--- src/les_pkg.sv ---
// ---------------------------------------------------------------------------
// Looping event sequencer package
// Action and result codes, register indexes, and the command and status
// types that join the controller to the datapath.
// ---------------------------------------------------------------------------
`timescale 1ns / 1ps

package les_pkg;

   localparam int EVENT_SLOTS_DEF   = 16;
   localparam int ONE_OFF_SLOTS_DEF = 8;

   localparam logic [3:0] ACT_ADD     = 4'd0;
   localparam logic [3:0] ACT_REMOVE  = 4'd1;
   localparam logic [3:0] ACT_MOVE    = 4'd2;
   localparam logic [3:0] ACT_ONE_OFF = 4'd3;
   localparam logic [3:0] ACT_SET     = 4'd4;
   localparam logic [3:0] ACT_UPDATE  = 4'd5;
   localparam logic [3:0] ACT_TRIGGER = 4'd6;
   localparam logic [3:0] ACT_START   = 4'd7;
   localparam logic [3:0] ACT_STOP    = 4'd8;
   localparam logic [3:0] ACT_QUERY   = 4'd9;

   localparam logic [1:0] KIND_STATUS  = 2'd0;
   localparam logic [1:0] KIND_EVENT   = 2'd1;
   localparam logic [1:0] KIND_ONE_OFF = 2'd2;

   localparam logic [1:0] REG_LOOP_BEGIN  = 2'd0;
   localparam logic [1:0] REG_LOOP_LENGTH = 2'd1;
   localparam logic [1:0] REG_LOOPING     = 2'd2;

   typedef enum logic [3:0] {
      OP_NONE     = 4'd0,
      OP_LATCH    = 4'd1,
      OP_SCAN     = 4'd2,
      OP_APPLY    = 4'd3,
      OP_SETPOS   = 4'd4,
      OP_MOD      = 4'd5,
      OP_MOD_FIN  = 4'd6,
      OP_FIRE_OO  = 4'd7,
      OP_FIRE_EV  = 4'd8,
      OP_TRIG_END = 4'd9,
      OP_NEXT_SUM = 4'd10,
      OP_STATUS   = 4'd11
   } dp_op_type;

   typedef enum logic [2:0] {
      SCAN_FIND  = 3'd0,
      SCAN_OOSEL = 3'd1,
      SCAN_AHEAD = 3'd2,
      SCAN_EVSEL = 3'd3,
      SCAN_NEXT  = 3'd4
   } scan_mode_type;

   typedef struct packed {
      dp_op_type     op;
      scan_mode_type mode;
   } dp_cmd_type;

   typedef struct packed {
      logic playing;
      logic scan_last;
      logic mod_last;
      logic sel_found;
      logic skip_here;
      logic any_ahead;
      logic looping;
      logic pos_same;
      logic pos_wrap;
   } dp_stat_type;

endpackage

--- src/les_ctrl.sv ---
// ---------------------------------------------------------------------------
// Sequencer controller
// Steps each transaction through its scans, updates and result emission.
// ---------------------------------------------------------------------------
`timescale 1ns / 1ps

module les_ctrl
   import les_pkg::*;
(
   input  logic        clock,
   input  logic        reset,
   input  logic        start,
   input  logic [3:0]  req_action,
   input  dp_stat_type stat,
   output logic        busy,
   output dp_cmd_type  cmd
);

   typedef enum logic [15:0] {
      S_IDLE      = 16'b0000_0000_0000_0001,
      S_FIND      = 16'b0000_0000_0000_0010,
      S_APPLY     = 16'b0000_0000_0000_0100,
      S_SETPOS    = 16'b0000_0000_0000_1000,
      S_MOD       = 16'b0000_0000_0001_0000,
      S_MOD_FIN   = 16'b0000_0000_0010_0000,
      S_OO_SCAN   = 16'b0000_0000_0100_0000,
      S_OO_DEC    = 16'b0000_0000_1000_0000,
      S_AHEAD     = 16'b0000_0001_0000_0000,
      S_AHEAD_DEC = 16'b0000_0010_0000_0000,
      S_EV_SCAN   = 16'b0000_0100_0000_0000,
      S_EV_DEC    = 16'b0000_1000_0000_0000,
      S_TRIG_END  = 16'b0001_0000_0000_0000,
      S_NEXT      = 16'b0010_0000_0000_0000,
      S_NEXT_SUM  = 16'b0100_0000_0000_0000,
      S_STATUS    = 16'b1000_0000_0000_0000
   } state_type;

   state_type state_ff, state_in;
   logic      saved_update_ff, saved_update_in;
   logic      saved_set_ff, saved_set_in;
   logic      need_find;

   assign busy = (state_ff != S_IDLE);
   assign need_find = (req_action == ACT_ADD) || (req_action == ACT_REMOVE) ||
                      (req_action == ACT_MOVE) || (req_action == ACT_QUERY);

   always_comb begin
      state_in        = state_ff;
      saved_update_in = saved_update_ff;
      saved_set_in    = saved_set_ff;
      cmd.op          = OP_NONE;
      cmd.mode        = SCAN_FIND;
      case (state_ff)
         S_IDLE: begin
            if (start) begin
               cmd.op = OP_LATCH;
               saved_set_in    = (req_action == ACT_SET);
               saved_update_in = (req_action == ACT_UPDATE);
               if (need_find) begin
                  state_in = S_FIND;
               end else if (req_action == ACT_TRIGGER) begin
                  state_in = S_OO_SCAN;
               end else begin
                  state_in = S_APPLY;
               end
            end
         end
         S_FIND: begin
            cmd.op = OP_SCAN;
            cmd.mode = SCAN_FIND;
            if (stat.scan_last) state_in = S_APPLY;
         end
         S_APPLY: begin
            cmd.op = OP_APPLY;
            // Set position always takes the position path; update only does so
            // while playing.
            state_in = (saved_set_ff || (saved_update_ff && stat.playing)) ? S_SETPOS
                                                                           : S_NEXT;
         end
         S_SETPOS: begin
            cmd.op = OP_SETPOS;
            state_in = (!stat.pos_same && stat.pos_wrap) ? S_MOD : S_NEXT;
         end
         S_MOD: begin
            cmd.op = OP_MOD;
            if (stat.mod_last) state_in = S_MOD_FIN;
         end
         S_MOD_FIN: begin
            cmd.op = OP_MOD_FIN;
            state_in = S_NEXT;
         end
         S_OO_SCAN: begin
            cmd.op = OP_SCAN;
            cmd.mode = SCAN_OOSEL;
            if (stat.scan_last) state_in = S_OO_DEC;
         end
         S_OO_DEC: begin
            if (stat.sel_found) begin
               cmd.op = OP_FIRE_OO;
               state_in = S_OO_SCAN;
            end else begin
               state_in = stat.skip_here ? S_TRIG_END : S_AHEAD;
            end
         end
         S_AHEAD: begin
            cmd.op = OP_SCAN;
            cmd.mode = SCAN_AHEAD;
            if (stat.scan_last) state_in = S_AHEAD_DEC;
         end
         S_AHEAD_DEC: begin
            state_in = (stat.any_ahead || stat.looping) ? S_EV_SCAN : S_TRIG_END;
         end
         S_EV_SCAN: begin
            cmd.op = OP_SCAN;
            cmd.mode = SCAN_EVSEL;
            if (stat.scan_last) state_in = S_EV_DEC;
         end
         S_EV_DEC: begin
            if (stat.sel_found) begin
               cmd.op = OP_FIRE_EV;
               state_in = S_EV_SCAN;
            end else begin
               state_in = S_TRIG_END;
            end
         end
         S_TRIG_END: begin
            cmd.op = OP_TRIG_END;
            state_in = S_NEXT;
         end
         S_NEXT: begin
            cmd.op = OP_SCAN;
            cmd.mode = SCAN_NEXT;
            if (stat.scan_last) state_in = S_NEXT_SUM;
         end
         S_NEXT_SUM: begin
            cmd.op = OP_NEXT_SUM;
            state_in = S_STATUS;
         end
         S_STATUS: begin
            cmd.op = OP_STATUS;
            state_in = S_IDLE;
         end
         default: begin
            state_in = S_IDLE;
         end
      endcase
   end

   always_ff @(posedge clock) begin
      if (reset) begin
         state_ff        <= S_IDLE;
         saved_update_ff <= 1'b0;
         saved_set_ff    <= 1'b0;
      end else begin
         state_ff        <= state_in;
         saved_update_ff <= saved_update_in;
         saved_set_ff    <= saved_set_in;
      end
   end

endmodule

--- src/les_datapath.sv ---
// ---------------------------------------------------------------------------
// Sequencer datapath
// Event and one-off tables, position state, slot scanner, serial remainder
// unit and the registered result port.
// ---------------------------------------------------------------------------
`timescale 1ns / 1ps

module les_datapath
   import les_pkg::*;
#(
   parameter int EVENT_SLOTS   = EVENT_SLOTS_DEF,
   parameter int ONE_OFF_SLOTS = ONE_OFF_SLOTS_DEF
) (
   input  logic        clock,
   input  logic        reset,
   input  dp_cmd_type  cmd,
   output dp_stat_type stat,
   input  logic [3:0]  req_action,
   input  logic [15:0] req_event_id,
   input  logic [31:0] req_position,
   input  logic [31:0] req_duration,
   input  logic [7:0]  req_tag,
   input  logic        csr_write_enable,
   input  logic [1:0]  csr_index,
   input  logic [31:0] csr_write_data,
   output logic        rsp_strobe,
   output logic [1:0]  rsp_kind,
   output logic        rsp_ok,
   output logic [15:0] rsp_fired_id,
   output logic [7:0]  rsp_fired_tag,
   output logic [31:0] rsp_now_position,
   output logic [31:0] rsp_time_to_next,
   output logic        rsp_is_playing,
   output logic        rsp_last
);

   localparam int MAX_SLOTS = (EVENT_SLOTS > ONE_OFF_SLOTS) ? EVENT_SLOTS : ONE_OFF_SLOTS;
   localparam int SW = (MAX_SLOTS > 1) ? $clog2(MAX_SLOTS) : 1;
   localparam int EW = (EVENT_SLOTS > 1) ? $clog2(EVENT_SLOTS) : 1;
   localparam int OW = (ONE_OFF_SLOTS > 1) ? $clog2(ONE_OFF_SLOTS) : 1;
   localparam logic [SW-1:0] SCAN_LAST = SW'(MAX_SLOTS - 1);
   localparam logic [5:0]    MOD_LAST  = 6'd32;
   localparam logic [31:0]   ALL32     = 32'hFFFF_FFFF;
   localparam logic [31:0]   NEAR_ALL  = 32'hFFFF_FFFE;

   // Configuration.
   logic [31:0] begin_ff, begin_in, len_ff, len_in;
   logic        looping_ff, looping_in;
   logic [31:0] eff_len;

   // Latched request.
   logic [3:0]  act_ff, act_in;
   logic [15:0] id_ff, id_in;
   logic [31:0] pos_ff, pos_in, dur_ff, dur_in;
   logic [7:0]  tag_ff, tag_in;

   // Tables.
   logic        ev_valid_ff [EVENT_SLOTS];
   logic        ev_valid_in [EVENT_SLOTS];
   logic [15:0] ev_id_ff    [EVENT_SLOTS];
   logic [15:0] ev_id_in    [EVENT_SLOTS];
   logic [31:0] ev_pos_ff   [EVENT_SLOTS];
   logic [31:0] ev_pos_in   [EVENT_SLOTS];
   logic        done_ff     [EVENT_SLOTS];
   logic        done_in     [EVENT_SLOTS];
   logic        oo_valid_ff [ONE_OFF_SLOTS];
   logic        oo_valid_in [ONE_OFF_SLOTS];
   logic [31:0] oo_pos_ff   [ONE_OFF_SLOTS];
   logic [31:0] oo_pos_in   [ONE_OFF_SLOTS];
   logic [7:0]  oo_tag_ff   [ONE_OFF_SLOTS];
   logic [7:0]  oo_tag_in   [ONE_OFF_SLOTS];

   // Position state.
   logic [31:0] cur_ff, cur_in, fh_pos_ff, fh_pos_in;
   logic        playing_ff, playing_in, fh_valid_ff, fh_valid_in;

   // Scanner and its accumulators.
   logic [SW-1:0] idx_ff, idx_in;
   logic          found_ff, found_in, free_ff, free_in;
   logic [EW-1:0] fidx_ff, fidx_in, freeidx_ff, freeidx_in;
   logic [31:0]   qpos_ff, qpos_in;
   logic          sel_ff, sel_in;
   logic [SW-1:0] sel_idx_ff, sel_idx_in;
   logic [31:0]   sel_pos_ff, sel_pos_in;
   logic [15:0]   sel_id_ff, sel_id_in;
   logic [7:0]    sel_tag_ff, sel_tag_in;
   logic          any_ff, any_in;
   logic          h1_ff, h1_in, h2_ff, h2_in, ho_ff, ho_in;
   logic [31:0]   b1_ff, b1_in, b2_ff, b2_in, bo_ff, bo_in;

   // Position change and remainder unit.
   logic [32:0] target_ff, target_in, num_ff, num_in;
   logic [31:0] rem_ff, rem_in;
   logic [5:0]  mcnt_ff, mcnt_in;

   // Status bookkeeping.
   logic        ok_ff, ok_in;
   logic [15:0] rid_ff, rid_in;
   logic [32:0] best_ff, best_in;
   logic        have_ff, have_in;

   // Result registers.
   logic        rsp_strobe_ff, rsp_strobe_in;
   logic [1:0]  rsp_kind_ff, rsp_kind_in;
   logic        rsp_ok_ff, rsp_ok_in;
   logic [15:0] rsp_id_ff, rsp_id_in;
   logic [7:0]  rsp_tag_ff, rsp_tag_in;
   logic [31:0] rsp_pos_ff, rsp_pos_in, rsp_ttn_ff, rsp_ttn_in;
   logic        rsp_play_ff, rsp_play_in, rsp_last_ff, rsp_last_in;

   // Views of the slot under the scanner.
   logic          first, scan_last, ev_in_range, oo_in_range, ev_v, oo_v, skip_here;
   logic [EW-1:0] e;
   logic [OW-1:0] o;
   logic [31:0]   ep, op_pos, lo;
   logic [15:0]   eid;
   logic [7:0]    otag;
   logic          f0, fr0, s0, a0, g1, g2, go;
   logic [32:0]   loop_end, rem_try, mod_sum, ev_best, next_gap;
   logic          ev_have, pos_same, pos_wrap;
   logic          ofree;
   logic [OW-1:0] ofree_idx;

   assign eff_len     = (len_ff == 32'd0) ? 32'd1 : len_ff;
   assign first       = (idx_ff == '0);
   assign scan_last   = (idx_ff == SCAN_LAST);
   assign e           = idx_ff[EW-1:0];
   assign o           = idx_ff[OW-1:0];
   assign ev_in_range = ({1'b0, idx_ff} < (SW+1)'(EVENT_SLOTS));
   assign oo_in_range = ({1'b0, idx_ff} < (SW+1)'(ONE_OFF_SLOTS));
   assign ev_v        = ev_in_range && ev_valid_ff[e];
   assign oo_v        = oo_in_range && oo_valid_ff[o];
   assign ep          = ev_pos_ff[e];
   assign eid         = ev_id_ff[e];
   assign op_pos      = oo_pos_ff[o];
   assign otag        = oo_tag_ff[o];
   assign skip_here   = fh_valid_ff && (fh_pos_ff == cur_ff);
   assign lo          = any_ff ? cur_ff : begin_ff;
   assign loop_end    = {1'b0, begin_ff} + {1'b0, eff_len};
   assign pos_same    = (target_ff == {1'b0, cur_ff});
   assign pos_wrap    = looping_ff && (target_ff >= loop_end);
   assign rem_try     = {rem_ff, num_ff[32]};
   assign mod_sum     = {1'b0, begin_ff} + {1'b0, rem_ff};
   assign next_gap    = best_ff - {1'b0, cur_ff};

   assign stat.playing   = playing_ff;
   assign stat.scan_last = scan_last;
   assign stat.mod_last  = (mcnt_ff == MOD_LAST);
   assign stat.sel_found = sel_ff;
   assign stat.skip_here = skip_here;
   assign stat.any_ahead = any_ff;
   assign stat.looping   = looping_ff;
   assign stat.pos_same  = pos_same;
   assign stat.pos_wrap  = pos_wrap;

   // Lowest free one-off slot.
   always_comb begin
      ofree     = 1'b0;
      ofree_idx = '0;
      for (int i = ONE_OFF_SLOTS - 1; i >= 0; i--) begin
         if (!oo_valid_ff[i]) begin
            ofree     = 1'b1;
            ofree_idx = OW'(i);
         end
      end
   end

   always_comb begin
      begin_in   = begin_ff;
      len_in     = len_ff;
      looping_in = looping_ff;
      act_in = act_ff; id_in = id_ff; pos_in = pos_ff; dur_in = dur_ff; tag_in = tag_ff;
      ev_valid_in = ev_valid_ff;
      ev_id_in    = ev_id_ff;
      ev_pos_in   = ev_pos_ff;
      done_in     = done_ff;
      oo_valid_in = oo_valid_ff;
      oo_pos_in   = oo_pos_ff;
      oo_tag_in   = oo_tag_ff;
      cur_in = cur_ff; playing_in = playing_ff;
      fh_valid_in = fh_valid_ff; fh_pos_in = fh_pos_ff;
      idx_in = idx_ff;
      found_in = found_ff; fidx_in = fidx_ff; qpos_in = qpos_ff;
      free_in = free_ff; freeidx_in = freeidx_ff;
      sel_in = sel_ff; sel_idx_in = sel_idx_ff; sel_pos_in = sel_pos_ff;
      sel_id_in = sel_id_ff; sel_tag_in = sel_tag_ff;
      any_in = any_ff;
      h1_in = h1_ff; b1_in = b1_ff; h2_in = h2_ff; b2_in = b2_ff; ho_in = ho_ff; bo_in = bo_ff;
      target_in = target_ff; num_in = num_ff; rem_in = rem_ff; mcnt_in = mcnt_ff;
      ok_in = ok_ff; rid_in = rid_ff; best_in = best_ff; have_in = have_ff;
      rsp_strobe_in = 1'b0;
      rsp_kind_in = rsp_kind_ff; rsp_ok_in = rsp_ok_ff; rsp_id_in = rsp_id_ff;
      rsp_tag_in = rsp_tag_ff; rsp_pos_in = rsp_pos_ff; rsp_ttn_in = rsp_ttn_ff;
      rsp_play_in = rsp_play_ff; rsp_last_in = rsp_last_ff;
      f0 = 1'b0; fr0 = 1'b0; s0 = 1'b0; a0 = 1'b0; g1 = 1'b0; g2 = 1'b0; go = 1'b0;
      ev_have = 1'b0; ev_best = '0;

      if (csr_write_enable) begin
         case (csr_index)
            REG_LOOP_BEGIN:  begin_in   = csr_write_data;
            REG_LOOP_LENGTH: len_in     = csr_write_data;
            REG_LOOPING:     looping_in = csr_write_data[0];
            default: ;
         endcase
      end

      case (cmd.op)
         OP_LATCH: begin
            act_in = req_action; id_in = req_event_id; pos_in = req_position;
            dur_in = req_duration; tag_in = req_tag;
         end
         OP_SCAN: begin
            idx_in = scan_last ? '0 : idx_ff + SW'(1);
            case (cmd.mode)
               SCAN_FIND: begin
                  f0  = first ? 1'b0 : found_ff;
                  fr0 = first ? 1'b0 : free_ff;
                  found_in = f0;
                  free_in  = fr0;
                  if (!f0 && ev_v && eid == id_ff && id_ff != 16'd0) begin
                     found_in = 1'b1; fidx_in = e; qpos_in = ep;
                  end
                  if (!fr0 && ev_in_range && !ev_valid_ff[e]) begin
                     free_in = 1'b1; freeidx_in = e;
                  end
               end
               SCAN_OOSEL: begin
                  s0 = first ? 1'b0 : sel_ff;
                  sel_in = s0;
                  if (oo_v && op_pos <= cur_ff && (!s0 || op_pos < sel_pos_ff)) begin
                     sel_in = 1'b1; sel_idx_in = idx_ff; sel_pos_in = op_pos;
                     sel_tag_in = otag;
                  end
               end
               SCAN_AHEAD: begin
                  a0 = first ? 1'b0 : any_ff;
                  any_in = a0 || (ev_v && ep >= cur_ff);
                  if (ev_in_range) done_in[e] = 1'b0;
               end
               SCAN_EVSEL: begin
                  s0 = first ? 1'b0 : sel_ff;
                  sel_in = s0;
                  if (ev_v && !done_ff[e] && ep >= lo && ep <= cur_ff &&
                      (!s0 || ep < sel_pos_ff || (ep == sel_pos_ff && eid < sel_id_ff))) begin
                     sel_in = 1'b1; sel_idx_in = idx_ff; sel_pos_in = ep; sel_id_in = eid;
                  end
               end
               SCAN_NEXT: begin
                  g1 = first ? 1'b0 : h1_ff;
                  g2 = first ? 1'b0 : h2_ff;
                  go = first ? 1'b0 : ho_ff;
                  h1_in = g1; h2_in = g2; ho_in = go;
                  if (ev_v && (ep > cur_ff || (ep == cur_ff && !skip_here)) &&
                      (!g1 || ep < b1_ff)) begin
                     h1_in = 1'b1; b1_in = ep;
                  end
                  if (ev_v && ep >= begin_ff && (!g2 || ep < b2_ff)) begin
                     h2_in = 1'b1; b2_in = ep;
                  end
                  if (oo_v && (!go || op_pos < bo_ff)) begin
                     ho_in = 1'b1; bo_in = op_pos;
                  end
               end
               default: ;
            endcase
         end
         OP_APPLY: begin
            ok_in  = 1'b1;
            rid_in = 16'd0;
            case (act_ff)
               ACT_ADD: begin
                  rid_in = id_ff;
                  ok_in  = (id_ff != 16'd0) && !found_ff && free_ff;
                  if ((id_ff != 16'd0) && !found_ff && free_ff) begin
                     ev_valid_in[freeidx_ff] = 1'b1;
                     ev_id_in[freeidx_ff]    = id_ff;
                     ev_pos_in[freeidx_ff]   = pos_ff;
                  end
               end
               ACT_REMOVE: begin
                  rid_in = id_ff;
                  ok_in  = found_ff;
                  if (found_ff) ev_valid_in[fidx_ff] = 1'b0;
               end
               ACT_MOVE: begin
                  rid_in = id_ff;
                  ok_in  = found_ff;
                  if (found_ff) ev_pos_in[fidx_ff] = pos_ff;
               end
               ACT_ONE_OFF: begin
                  ok_in = playing_ff && (pos_ff >= cur_ff) && ofree;
                  if (playing_ff && (pos_ff >= cur_ff) && ofree) begin
                     oo_valid_in[ofree_idx] = 1'b1;
                     oo_pos_in[ofree_idx]   = pos_ff;
                     oo_tag_in[ofree_idx]   = tag_ff;
                  end
               end
               ACT_SET:    target_in = {1'b0, pos_ff};
               ACT_UPDATE: target_in = {1'b0, cur_ff} + {1'b0, dur_ff};
               ACT_START:  playing_in = 1'b1;
               ACT_STOP: begin
                  playing_in = 1'b0;
                  for (int i = 0; i < ONE_OFF_SLOTS; i++) oo_valid_in[i] = 1'b0;
               end
               ACT_QUERY: begin
                  rid_in = id_ff;
                  ok_in  = found_ff;
               end
               default: ok_in = 1'b0;
            endcase
         end
         OP_SETPOS: begin
            if (!pos_same) begin
               fh_valid_in = 1'b0;
               for (int i = 0; i < ONE_OFF_SLOTS; i++) begin
                  if (oo_valid_ff[i] && ({1'b0, oo_pos_ff[i]} < target_ff)) begin
                     oo_valid_in[i] = 1'b0;
                  end else if (oo_valid_ff[i] && pos_wrap) begin
                     oo_pos_in[i] = begin_ff;
                  end
               end
               if (pos_wrap) begin
                  num_in  = target_ff - {1'b0, begin_ff};
                  rem_in  = 32'd0;
                  mcnt_in = 6'd0;
               end else begin
                  cur_in = target_ff[32] ? ALL32 : target_ff[31:0];
               end
            end
         end
         OP_MOD: begin
            // Restoring remainder, one numerator bit per cycle.
            rem_in  = (rem_try >= {1'b0, eff_len}) ? 32'(rem_try - {1'b0, eff_len})
                                                  : rem_try[31:0];
            num_in  = {num_ff[31:0], 1'b0};
            mcnt_in = mcnt_ff + 6'd1;
         end
         OP_MOD_FIN: begin
            cur_in = mod_sum[32] ? ALL32 : mod_sum[31:0];
         end
         OP_FIRE_OO: begin
            oo_valid_in[sel_idx_ff[OW-1:0]] = 1'b0;
            rsp_strobe_in = 1'b1; rsp_kind_in = KIND_ONE_OFF; rsp_ok_in = 1'b1;
            rsp_id_in = 16'd0; rsp_tag_in = sel_tag_ff; rsp_pos_in = cur_ff;
            rsp_ttn_in = 32'd0; rsp_play_in = playing_ff; rsp_last_in = 1'b0;
         end
         OP_FIRE_EV: begin
            done_in[sel_idx_ff[EW-1:0]] = 1'b1;
            rsp_strobe_in = 1'b1; rsp_kind_in = KIND_EVENT; rsp_ok_in = 1'b1;
            rsp_id_in = sel_id_ff; rsp_tag_in = 8'd0; rsp_pos_in = cur_ff;
            rsp_ttn_in = 32'd0; rsp_play_in = playing_ff; rsp_last_in = 1'b0;
         end
         OP_TRIG_END: begin
            fh_valid_in = 1'b1;
            fh_pos_in   = cur_ff;
            ok_in       = 1'b1;
            rid_in      = 16'd0;
         end
         OP_NEXT_SUM: begin
            // With no event ahead, a looping sequencer looks one loop further.
            ev_have = h1_ff || (looping_ff && h2_ff);
            ev_best = h1_ff ? {1'b0, b1_ff} : ({1'b0, b2_ff} + {1'b0, eff_len});
            have_in = ev_have || ho_ff;
            if (!ev_have || (ho_ff && ({1'b0, bo_ff} < ev_best))) begin
               best_in = {1'b0, bo_ff};
            end else begin
               best_in = ev_best;
            end
         end
         OP_STATUS: begin
            rsp_strobe_in = 1'b1; rsp_kind_in = KIND_STATUS; rsp_ok_in = ok_ff;
            rsp_id_in = rid_ff; rsp_tag_in = 8'd0;
            rsp_pos_in = ((act_ff == ACT_QUERY) && found_ff) ? qpos_ff : cur_ff;
            rsp_play_in = playing_ff; rsp_last_in = 1'b1;
            if (!playing_ff || !have_ff) begin
               rsp_ttn_in = ALL32;
            end else if (best_ff <= {1'b0, cur_ff}) begin
               rsp_ttn_in = 32'd0;
            end else begin
               rsp_ttn_in = (next_gap >= {1'b0, ALL32}) ? NEAR_ALL : next_gap[31:0];
            end
         end
         default: ;
      endcase
   end

   always_ff @(posedge clock) begin
      if (reset) begin
         begin_ff      <= 32'd0;
         len_ff        <= 32'd65536;
         looping_ff    <= 1'b0;
         cur_ff        <= 32'd0;
         playing_ff    <= 1'b0;
         fh_valid_ff   <= 1'b0;
         fh_pos_ff     <= 32'd0;
         idx_ff        <= '0;
         rsp_strobe_ff <= 1'b0;
         for (int i = 0; i < EVENT_SLOTS; i++) ev_valid_ff[i] <= 1'b0;
         for (int i = 0; i < ONE_OFF_SLOTS; i++) oo_valid_ff[i] <= 1'b0;
      end else begin
         begin_ff      <= begin_in;
         len_ff        <= len_in;
         looping_ff    <= looping_in;
         cur_ff        <= cur_in;
         playing_ff    <= playing_in;
         fh_valid_ff   <= fh_valid_in;
         fh_pos_ff     <= fh_pos_in;
         idx_ff        <= idx_in;
         rsp_strobe_ff <= rsp_strobe_in;
         ev_valid_ff   <= ev_valid_in;
         oo_valid_ff   <= oo_valid_in;
      end
   end

   always_ff @(posedge clock) begin
      act_ff <= act_in; id_ff <= id_in; pos_ff <= pos_in; dur_ff <= dur_in; tag_ff <= tag_in;
      ev_id_ff  <= ev_id_in;
      ev_pos_ff <= ev_pos_in;
      done_ff   <= done_in;
      oo_pos_ff <= oo_pos_in;
      oo_tag_ff <= oo_tag_in;
      found_ff <= found_in; fidx_ff <= fidx_in; qpos_ff <= qpos_in;
      free_ff <= free_in; freeidx_ff <= freeidx_in;
      sel_ff <= sel_in; sel_idx_ff <= sel_idx_in; sel_pos_ff <= sel_pos_in;
      sel_id_ff <= sel_id_in; sel_tag_ff <= sel_tag_in;
      any_ff <= any_in;
      h1_ff <= h1_in; b1_ff <= b1_in; h2_ff <= h2_in; b2_ff <= b2_in;
      ho_ff <= ho_in; bo_ff <= bo_in;
      target_ff <= target_in; num_ff <= num_in; rem_ff <= rem_in; mcnt_ff <= mcnt_in;
      ok_ff <= ok_in; rid_ff <= rid_in; best_ff <= best_in; have_ff <= have_in;
      rsp_kind_ff <= rsp_kind_in; rsp_ok_ff <= rsp_ok_in; rsp_id_ff <= rsp_id_in;
      rsp_tag_ff <= rsp_tag_in; rsp_pos_ff <= rsp_pos_in; rsp_ttn_ff <= rsp_ttn_in;
      rsp_play_ff <= rsp_play_in; rsp_last_ff <= rsp_last_in;
   end

   assign rsp_strobe       = rsp_strobe_ff;
   assign rsp_kind         = rsp_kind_ff;
   assign rsp_ok           = rsp_ok_ff;
   assign rsp_fired_id     = rsp_id_ff;
   assign rsp_fired_tag    = rsp_tag_ff;
   assign rsp_now_position = rsp_pos_ff;
   assign rsp_time_to_next = rsp_ttn_ff;
   assign rsp_is_playing   = rsp_play_ff;
   assign rsp_last         = rsp_last_ff;

endmodule

--- src/looping_event_sequencer.sv ---
// ---------------------------------------------------------------------------
// Looping event sequencer
// Timed scheduler of table events and one-offs on a Q16.16 beat position.
// ---------------------------------------------------------------------------
// A transaction is taken when start is high and busy is low; busy stays high
// until its status result has been presented. Results appear one per strobe
// cycle and must be taken as they come. Every table search walks the slots one
// per cycle, S = max(EVENT_SLOTS, ONE_OFF_SLOTS) slots a pass, so the cost is
// set by that scanner: start, stop, one-off and unknown actions take one pass,
// add, remove, move and query two; set position, and update while playing, add
// a position step and, when the loop wraps, the serial remainder. A trigger
// that fires j one-offs and k table events takes up to j + k + 4 passes.
`timescale 1ns / 1ps

module looping_event_sequencer
   import les_pkg::*;
#(
   parameter int EVENT_SLOTS   = EVENT_SLOTS_DEF,
   parameter int ONE_OFF_SLOTS = ONE_OFF_SLOTS_DEF
) (
   input  logic        clock,
   input  logic        reset,
   input  logic        start,
   output logic        busy,
   input  logic [3:0]  req_action,
   input  logic [15:0] req_event_id,
   input  logic [31:0] req_position,
   input  logic [31:0] req_duration,
   input  logic [7:0]  req_tag,
   output logic        rsp_strobe,
   output logic [1:0]  rsp_kind,
   output logic        rsp_ok,
   output logic [15:0] rsp_fired_id,
   output logic [7:0]  rsp_fired_tag,
   output logic [31:0] rsp_now_position,
   output logic [31:0] rsp_time_to_next,
   output logic        rsp_is_playing,
   output logic        rsp_last,
   input  logic        csr_write_enable,
   input  logic [1:0]  csr_index,
   input  logic [31:0] csr_write_data
);

   dp_cmd_type  cmd;
   dp_stat_type stat;

   les_ctrl u_ctrl (
      .clock      (clock),
      .reset      (reset),
      .start      (start),
      .req_action (req_action),
      .stat       (stat),
      .busy       (busy),
      .cmd        (cmd)
   );

   les_datapath #(
      .EVENT_SLOTS   (EVENT_SLOTS),
      .ONE_OFF_SLOTS (ONE_OFF_SLOTS)
   ) u_datapath (
      .clock            (clock),
      .reset            (reset),
      .cmd              (cmd),
      .stat             (stat),
      .req_action       (req_action),
      .req_event_id     (req_event_id),
      .req_position     (req_position),
      .req_duration     (req_duration),
      .req_tag          (req_tag),
      .csr_write_enable (csr_write_enable),
      .csr_index        (csr_index),
      .csr_write_data   (csr_write_data),
      .rsp_strobe       (rsp_strobe),
      .rsp_kind         (rsp_kind),
      .rsp_ok           (rsp_ok),
      .rsp_fired_id     (rsp_fired_id),
      .rsp_fired_tag    (rsp_fired_tag),
      .rsp_now_position (rsp_now_position),
      .rsp_time_to_next (rsp_time_to_next),
      .rsp_is_playing   (rsp_is_playing),
      .rsp_last         (rsp_last)
   );

endmodule

--- config.mk ---
export PLATFORM = sky130hd
export DESIGN_NAME = looping_event_sequencer
export DESIGN_NICKNAME = d
export VERILOG_FILES = /design/src/les_pkg.sv /design/src/les_ctrl.sv /design/src/les_datapath.sv /design/src/looping_event_sequencer.sv
export SDC_FILE = /design/constraint.sdc
export NUM_CORES = 2
export LEC_CHECK = 0
export ABC_AREA = 0
export CAP_MARGIN = 10
export CORE_ASPECT_RATIO = 0.7
export CORE_MARGIN = 10
export CORE_UTILIZATION = 25
export CTS_CLUSTER_DIAMETER = 200
export DETAILED_ROUTE_END_ITERATION = 10
export DONT_BUFFER_PORTS = 1
export PLACE_DENSITY = 0.49
export SLEW_MARGIN = 25
export SYNTH_ARGS = -nofsm -noshare
export SYNTH_HDL_FRONTEND = slang
export SYNTH_SLANG_ARGS = --single-unit
--- constraint.sdc ---
create_clock -name clock -period 10.8 [get_ports clock]
set_input_delay 1.08 -clock clock [delete_from_list [all_inputs] [get_ports clock]]
set_output_delay 1.08 -clock clock [all_outputs]
set_load 0.01 [all_outputs]
* After elaboration in Yosys (flattened, before gate mapping)
Cells that the tools add are included.
** Cells by class
- $add $sub $neg :: 9
- Multiply operators :: 0
- Div/mod/pow operators :: 0
- Magnitude comparators :: 40
- Equal/unequal tests :: 99
- Shift operators :: 0
- Mux-type cells :: 181
- Bitwise logic cells :: 16
- Reduce and logical (&&, ||, !) cells :: 156
** Operators with widths (count)
- $mux W32 :: 39
- $bwmux W512 :: 2
- $mux W512 :: 2
- $pmux W512 S2 :: 1
- $mux W256 :: 3
- $bwmux W256 :: 2
- $pmux W256 S2 :: 1
- $pmux W32 S2 :: 5
- $lt A32 B33 Y1 :: 9
- $demux W32 S4 :: 2
- $mux W16 :: 15
- $pmux W16 S14 :: 1
- $lt A32 B32 Y1 :: 5
- $add A32 B32 Y33 :: 4
- $pmux W33 S2 :: 2
- $bmux W32 S4 :: 1
- $ge A32 B32 Y1 :: 4
- $mux W33 :: 3
- $bmux W32 S3 :: 1
- $demux W32 S3 :: 1
- $eq A32 B32 Y1 :: 3
- $pmux W16 S2 :: 3
- $sub A33 B32 Y33 :: 2
- $bmux W16 S4 :: 1
- 101 further kinds :: 389
** Storage, ports and cells
- Register bits after elaboration :: 1825
- Latch bits :: 0
- Memory bits (writable) :: 0
- ROM bits :: 0
- Input bits :: 130
- Output and inout port bits :: 95
- Word-level logic and storage cells :: 640
- Memories :: 0

* Longest topological paths before layout
- Depth after elaboration :: 17
- Depth in mapped cells :: 31
- Mapped depth without buffers :: 30

* Cells and area by module
Synthesis repeated with hierarchy kept, for this count alone.
** Second synthesis, totals
- Cells, all modules :: 8435
- Area total of the unflattened synthesis :: 102291.9 µm²
** Modules (own cells, without submodules)
- les_datapath :: instances 1, cells each 8282, area each 101038.2 µm², seq. area each 52660.5 µm²
- les_ctrl :: instances 1, cells each 153, area each 1253.7 µm², seq. area each 360.3 µm²

* Worst setup path after synthesis
No wires, ideal clock.
- Path kind :: flip-flop to flip-flop
- Start :: register u_datapath.idx_ff[0] (netlist: u_datapath.e[0])
- End :: register u_datapath.b1_ff[0] (enable)
- Setup time :: 501 ps
- Arrival :: 7860 ps
- Data required time :: 10299 ps
- Setup slack :: 2439 ps
- Cell stages (with the launch flop) :: 21
- Path buffers :: 5
- Period minus slack after synthesis :: 8361 ps
- Cells stage by stage :: dfxtp_1 buf_2 buf_2 buf_2 clkbuf_1 buf_1 mux4_2 mux4_2 ha_1 nor2b_1 o21a_1 o21a_1 o21a_1 o21ai_0 nand2b_1 a211oi_1 o31ai_1 a21oi_1 a21boi_0 o21ai_0 nor4_1
** Between the ends
- Longest elaborated chain between the ends :: 10
- Elaborated cells between the ends (all ways) :: 19
- Classes of those cells :: 2 x order compare; 1 x eq/ne; 7 x mux; 1 x bitwise; 8 x reduce/logical
** RTL lines
- from (decl) :: line les_datapath.sv:78 : logic [SW-1:0] idx_ff, idx_in;
- from (signal assigned) :: line les_datapath.sv:408 : idx_ff <= idx_in;
- $not A4 Y5 (implied by the code) (*) :: line les_datapath.sv:133 : assign ep = ev_pos_ff[e];
- $bmux W32 S4 (*) :: line les_datapath.sv:133
- $mux W32 (implied by the code) (*) (2 in a row) :: line les_datapath.sv:133
- via u_datapath.ep[1] :: line les_datapath.sv:115 : logic [31:0] ep, op_pos, lo;
- branches (longest 4 deep; another with $gt A32 B32 Y1)
- $logic_and A1 B1 Y1 (*) :: line les_datapath.sv:253 : if (ev_v && (ep > cur_ff || (ep == cur_ff && !skip_here)) &&
- $reduce_and A3 Y1 (no line) (*)
- to (signal assigned) :: line les_datapath.sv:427 : h1_ff <= h1_in; b1_ff <= b1_in; h2_ff <= h2_in; b2_ff <= b2_in;
- to (decl) :: line les_datapath.sv:89 : logic [31:0] b1_ff, b1_in, b2_ff, b2_in, bo_ff, bo_in;
Mark *: on every way through the listed nets, which the timed path passes. The select of a mux whose other input is x is not followed.
A chain may end at the register's enable or synchronous reset.

* Worst setup path after layout
- Start :: register u_datapath.len_ff[24]
- End :: register u_datapath.oo_pos_ff[2] (netlist bit) (enable)
** Between the ends
- Longest elaborated chain between the ends :: 8
** RTL lines
- from (decl) :: line les_datapath.sv:47 : logic [31:0] begin_ff, begin_in, len_ff, len_in;
- from (signal assigned) :: line les_datapath.sv:402 : len_ff <= len_in;
- $logic_not A32 Y1 :: line les_datapath.sv:124 : assign eff_len = (len_ff == 32'd0) ? 32'd1 : len_ff;
- $mux W32 (*) :: line les_datapath.sv:124
- $add A32 B32 Y33 (*) :: line les_datapath.sv:139 : assign loop_end = {1'b0, begin_ff} + {1'b0, eff_len};
- $ge A33 B33 Y1 (*) :: line les_datapath.sv:141 : assign pos_wrap = looping_ff && (target_ff >= loop_end);
- $logic_and A1 B1 Y1 (*) :: line les_datapath.sv:141
- $logic_and A1 B1 Y1 (*) :: line les_datapath.sv:318 : end else if (oo_valid_ff[i] && pos_wrap) begin
- $ne A2 B1 Y1 (no line) (*)
- $reduce_and A6 Y1 (no line) (*)
- to (signal assigned) :: line les_datapath.sv:420 : oo_pos_ff <= oo_pos_in;
- to (decl) :: line les_datapath.sv:68 : logic [31:0] oo_pos_ff [ONE_OFF_SLOTS];
Every way passes the cells marked *; elsewhere a longest branch is shown, timed or not.

==> summary.md <==
| Metric | Value |
|---|---|
| Status | `finished, final reports clean` |
| Number of antenna violations at the first check in global routing | `64` |
| Setup WS post-layout | `2.186 ns` |
| Number of instances in the synthesized netlist | `8628` |
| Clock transition at the registers of the reported paths | `0.07 ns` |
| Worst voltage drop across the vdd grid | `128.3 µV` |
| Share of synthesized area occupied by flip-flops and latches | `0.5175` |
| Commonest register cell after synthesis | `sky130_fd_sc_hd__edfxtp_1` |
| Number of global-route vias before repair | `71300` |
| Destination of the worst register-to-register timing path | `u_datapath.oo_pos_ff[2]` |
| Max Freq | `0.1161 GHz` |
| TritonCTS clock tree | `built` |
| Final-stage net count | `9626` |
| DRC | `0` |
| Yosys top cell by area | `sky130_fd_sc_hd__edfxtp_1` |
| Critical Path Slowest Stage Cell | `sky130_fd_sc_hd__a21oi_4` |
| Count of non-filler cells in the finished layout | `14240` |
| Leakage | `42.89 nW` |
| Kind of end point of the critical path | `register` |
| Stages on the worst setup path | `28` |
| Grt total ovfl | `0` |
| Fraction of registers with async set or reset after synthesis | `0` |
| Worst stage delay on the critical path | `0.63 ns` |
| Max capacitance violation total | `0` |
| Total of flip-flops plus latches after synthesis | `1825` |
| Place WS | `2.457 ns` |
| Setup TNS after final layout | `0 ns` |
| Worst-case headroom to the max-slew limit | `0.2453` |
| Synthesis-to-finish area growth | `13.68%` |
| IO Pins | `225` |
| EDFF count, synth | `1647` |
| Type of the worst setup path | `reg -> reg` |
| Iter 0 DRT Violations | `9888` |
| Number of placed instances, taps included | `13850` |
| Util after Layout | `0.2856` |
| Min cycle time layout | `8.614 ns` |
| Worst min-delay path class | `in -> reg` |
| Final GP Congestion | `0.9458` |
| Netlist area before placement | `102500 µm²` |
| First-pass GRT wire length | `581800 µm` |
| Setup repair bufs after CTS | `0` |
| Yosys warning total | `0` |
| Clk_lat worst skew | `0.93 ns` |
| Final Hold Viols | `0` |
| Deepest level of the CTS H-tree | `4` |
| HPWL Detailed | `303200 µm` |
| Vertical extent of the die | `555.6 µm` |
| Average detailed-routed wire length per instance | `29.95 µm` |
| Worst path required time | `11.28 ns` |
| Die area | `436300 µm²` |
| Total of hold buffers inserted after clock tree synthesis | `0` |
| Largest cells by area after synthesis | `sky130_fd_sc_hd__edfxtp_1, sky130_fd_sc_hd__ha_1, sky130_fd_sc_hd__mux4_2` |
| Number of nets still failing antenna checks after routing | `0` |
| HP Start | `req_position[19]` |
| Die X-Extent | `785.2 µm` |
| Share of cells above drive strength 1 | `0.1219` |
| Number of rows in the core area | `196` |
| Unrepaired setup endpoints after global routing | `false` |
| Final setup violation count | `0` |
| Largest fanout on the critical path | `20` |
| Number of clock sinks seen by CTS | `1825` |
| Average size of a mapped cell | `11.88 µm²` |
| Final critical-path share of the clock period | `0.7976` |
| Maximum buffer depth of the clock tree | `4` |
| Portion of synthesized cell area occupied by the leading cell type | `0.4827` |
| Startpoint type of the worst setup path | `register` |
| Dominant delay contributor by cell family on the critical path | `compound AO/OA/AOI/OAI gates` |
| Launch point of the worst path | `u_datapath.len_ff[24]` |
| Pin count of the biggest net entering global routing | `154` |
| Worst Reg2Reg Path Length in Cells | `28` |
| Buf+Inv Stages, Crit Path | `3` |
| Setup Skew | `0.1193 ns` |
| Wire length reported by the detailed router | `426500 µm` |
| Global router's overall resource usage | `0.1874` |
| Via count | `74380` |
| Initial cell density of the core | `0.2512` |
| Netlist cell types | `103` |
| Arrival time of the worst setup path | `9.09 ns` |
| End point of the critical path | `u_datapath.oo_pos_ff[2]` |
| Number of resized instances in the post-cts repair step | `0` |
| Net count after synthesis | `9638` |
| Count of buffers inserted at the top-level ports | `0` |
| CTS buffer count | `204` |
| Max Transition Viols Final | `0` |
| Slack of the worst reg-to-reg path | `2.19 ns` |
| Clock root cell | `sky130_fd_sc_hd__clkbuf_16` |
| R2r startpoint | `u_datapath.len_ff[24]` |
| Tightest Pin Transition | `1.127 ns` |
| Power density relative to cell area | `143.9 nW/µm²` |
| Pre-antenna DRT Iters | `8` |
| Area of the placeable core | `407800 µm²` |
| Post-DR vias/cell | `5.223` |
## report_power, final
group / switching, mW / leakage, nW / internal, mW
combinational: 1.14 / 23.1 / 0.555
sequential: 0.158 / 16.6 / 7.85
clock: 3.07 / 3.19 / 3.99
## cell usage in the layout (no fill, tap or decap), types with 118 or more instances in the layout
master                      instances
sky130_fd_sc_hd__edfxtp_1        1647
sky130_fd_sc_hd__nand2_1         1073
sky130_fd_sc_hd__ha_1             873
sky130_fd_sc_hd__a21oi_1          524
sky130_fd_sc_hd__nor2b_1          447
sky130_fd_sc_hd__nor2_1           369
sky130_fd_sc_hd__inv_1            350
sky130_fd_sc_hd__mux4_2           331
sky130_fd_sc_hd__o21ai_0          297
sky130_fd_sc_hd__a21o_1           261
sky130_fd_sc_hd__clkbuf_16        210
sky130_fd_sc_hd__buf_4            204
sky130_fd_sc_hd__and2_1           203
sky130_fd_sc_hd__dfxtp_1          174
sky130_fd_sc_hd__xnor2_1          163
sky130_fd_sc_hd__nand4_1          152
sky130_fd_sc_hd__nand2b_1         118
## final cells by class
cell class / instances / area, µm²
Antenna cell: 19 / 47.55
Clock buffer: 248 / 5478
Clock inverter: 119 / 1086
Fill cell: 41400 / 291300
Inverter: 361 / 1360
Multi-Input combinational cell: 6013 / 47010
Sequential cell: 1825 / 53040
Tap cell: 5445 / 6813
Timing Repair Buffer: 211 / 1655
## sequential cells by signal (all words and copies together), names as in the netlist, 33 cells and up
register              cells
u_datapath.best_ff       33
u_datapath.ev_id_ff     256
u_datapath.ev_pos_ff    512
u_datapath.num_ff        33
u_datapath.oo_pos_ff    256
u_datapath.oo_tag_ff     64
u_datapath.target_ff     33
## synthesized netlist by cell type (152+ instances only)
cell and instances:
sky130_fd_sc_hd__edfxtp_1 1647, sky130_fd_sc_hd__nand2_1 1076, sky130_fd_sc_hd__ha_1 873, sky130_fd_sc_hd__a21oi_1 529, sky130_fd_sc_hd__nor2b_1 447, sky130_fd_sc_hd__nor2_1 401
sky130_fd_sc_hd__inv_1 358, sky130_fd_sc_hd__clkbuf_1 346, sky130_fd_sc_hd__mux4_2 331, sky130_fd_sc_hd__o21ai_0 297, sky130_fd_sc_hd__a21o_1 261, sky130_fd_sc_hd__and2_1 205
sky130_fd_sc_hd__dfxtp_1 178, sky130_fd_sc_hd__xnor2_1 164, sky130_fd_sc_hd__nand4_1 152
## logic make-up (layout without fill, tap and decap cells)
family / count (synthesis) / in the layout / share of synthesized area
AO/OA/AOI/OAI: 1513 / 1513 / 0.09294
XOR/XNOR: 271 / 271 / 0.02316
AND/OR/NAND/NOR: 2828 / 2828 / 0.1365
buffers and inverters: 790 / 939 / 0.02976
adder cells (fa/ha/maj): 880 / 880 / 0.1080
other: 0 / 19 / 0
flip-flops: 1825 / 1825 / 0.5175
multiplexers: 521 / 521 / 0.09224
## per-layer routing
layer / global-route usage / share of wire
met1: 0.2685 / 0.44
met5: 0 / 0.00058
met2: 0.2680 / 0.41
met4: 0.05597 / 0.032
met3: 0.05861 / 0.11
## worst min-delay path by stage
stage                                           end  slack [ns]  depth (start not counted)
after floorplan           u_datapath.rsp_is_playing        0.41                          0
after global placement     u_datapath.fh_pos_ff[17]        0.45                          2
after detailed placement   u_datapath.fh_pos_ff[15]        0.46                          2
after CTS                     u_datapath.pos_ff[16]        0.17                          0
after global routing          u_datapath.pos_ff[16]        0.19                          0
final                         u_datapath.pos_ff[19]        0.24                          0
## through the flow
stage	power [mW]	hold WS, ns	area (µm²)
6_report	16.76	0.2386	116500
5_1_grt	17.27	0.1923	116400
4_1_cts	16.87	0.1693	116400
3_5_place_dp	9.828	0.4582	109800
3_3_place_gp	9.794	0.4507	109800
2_1_floorplan	9.060	0.4064	102500
Power figures use the tool's default switching activity.
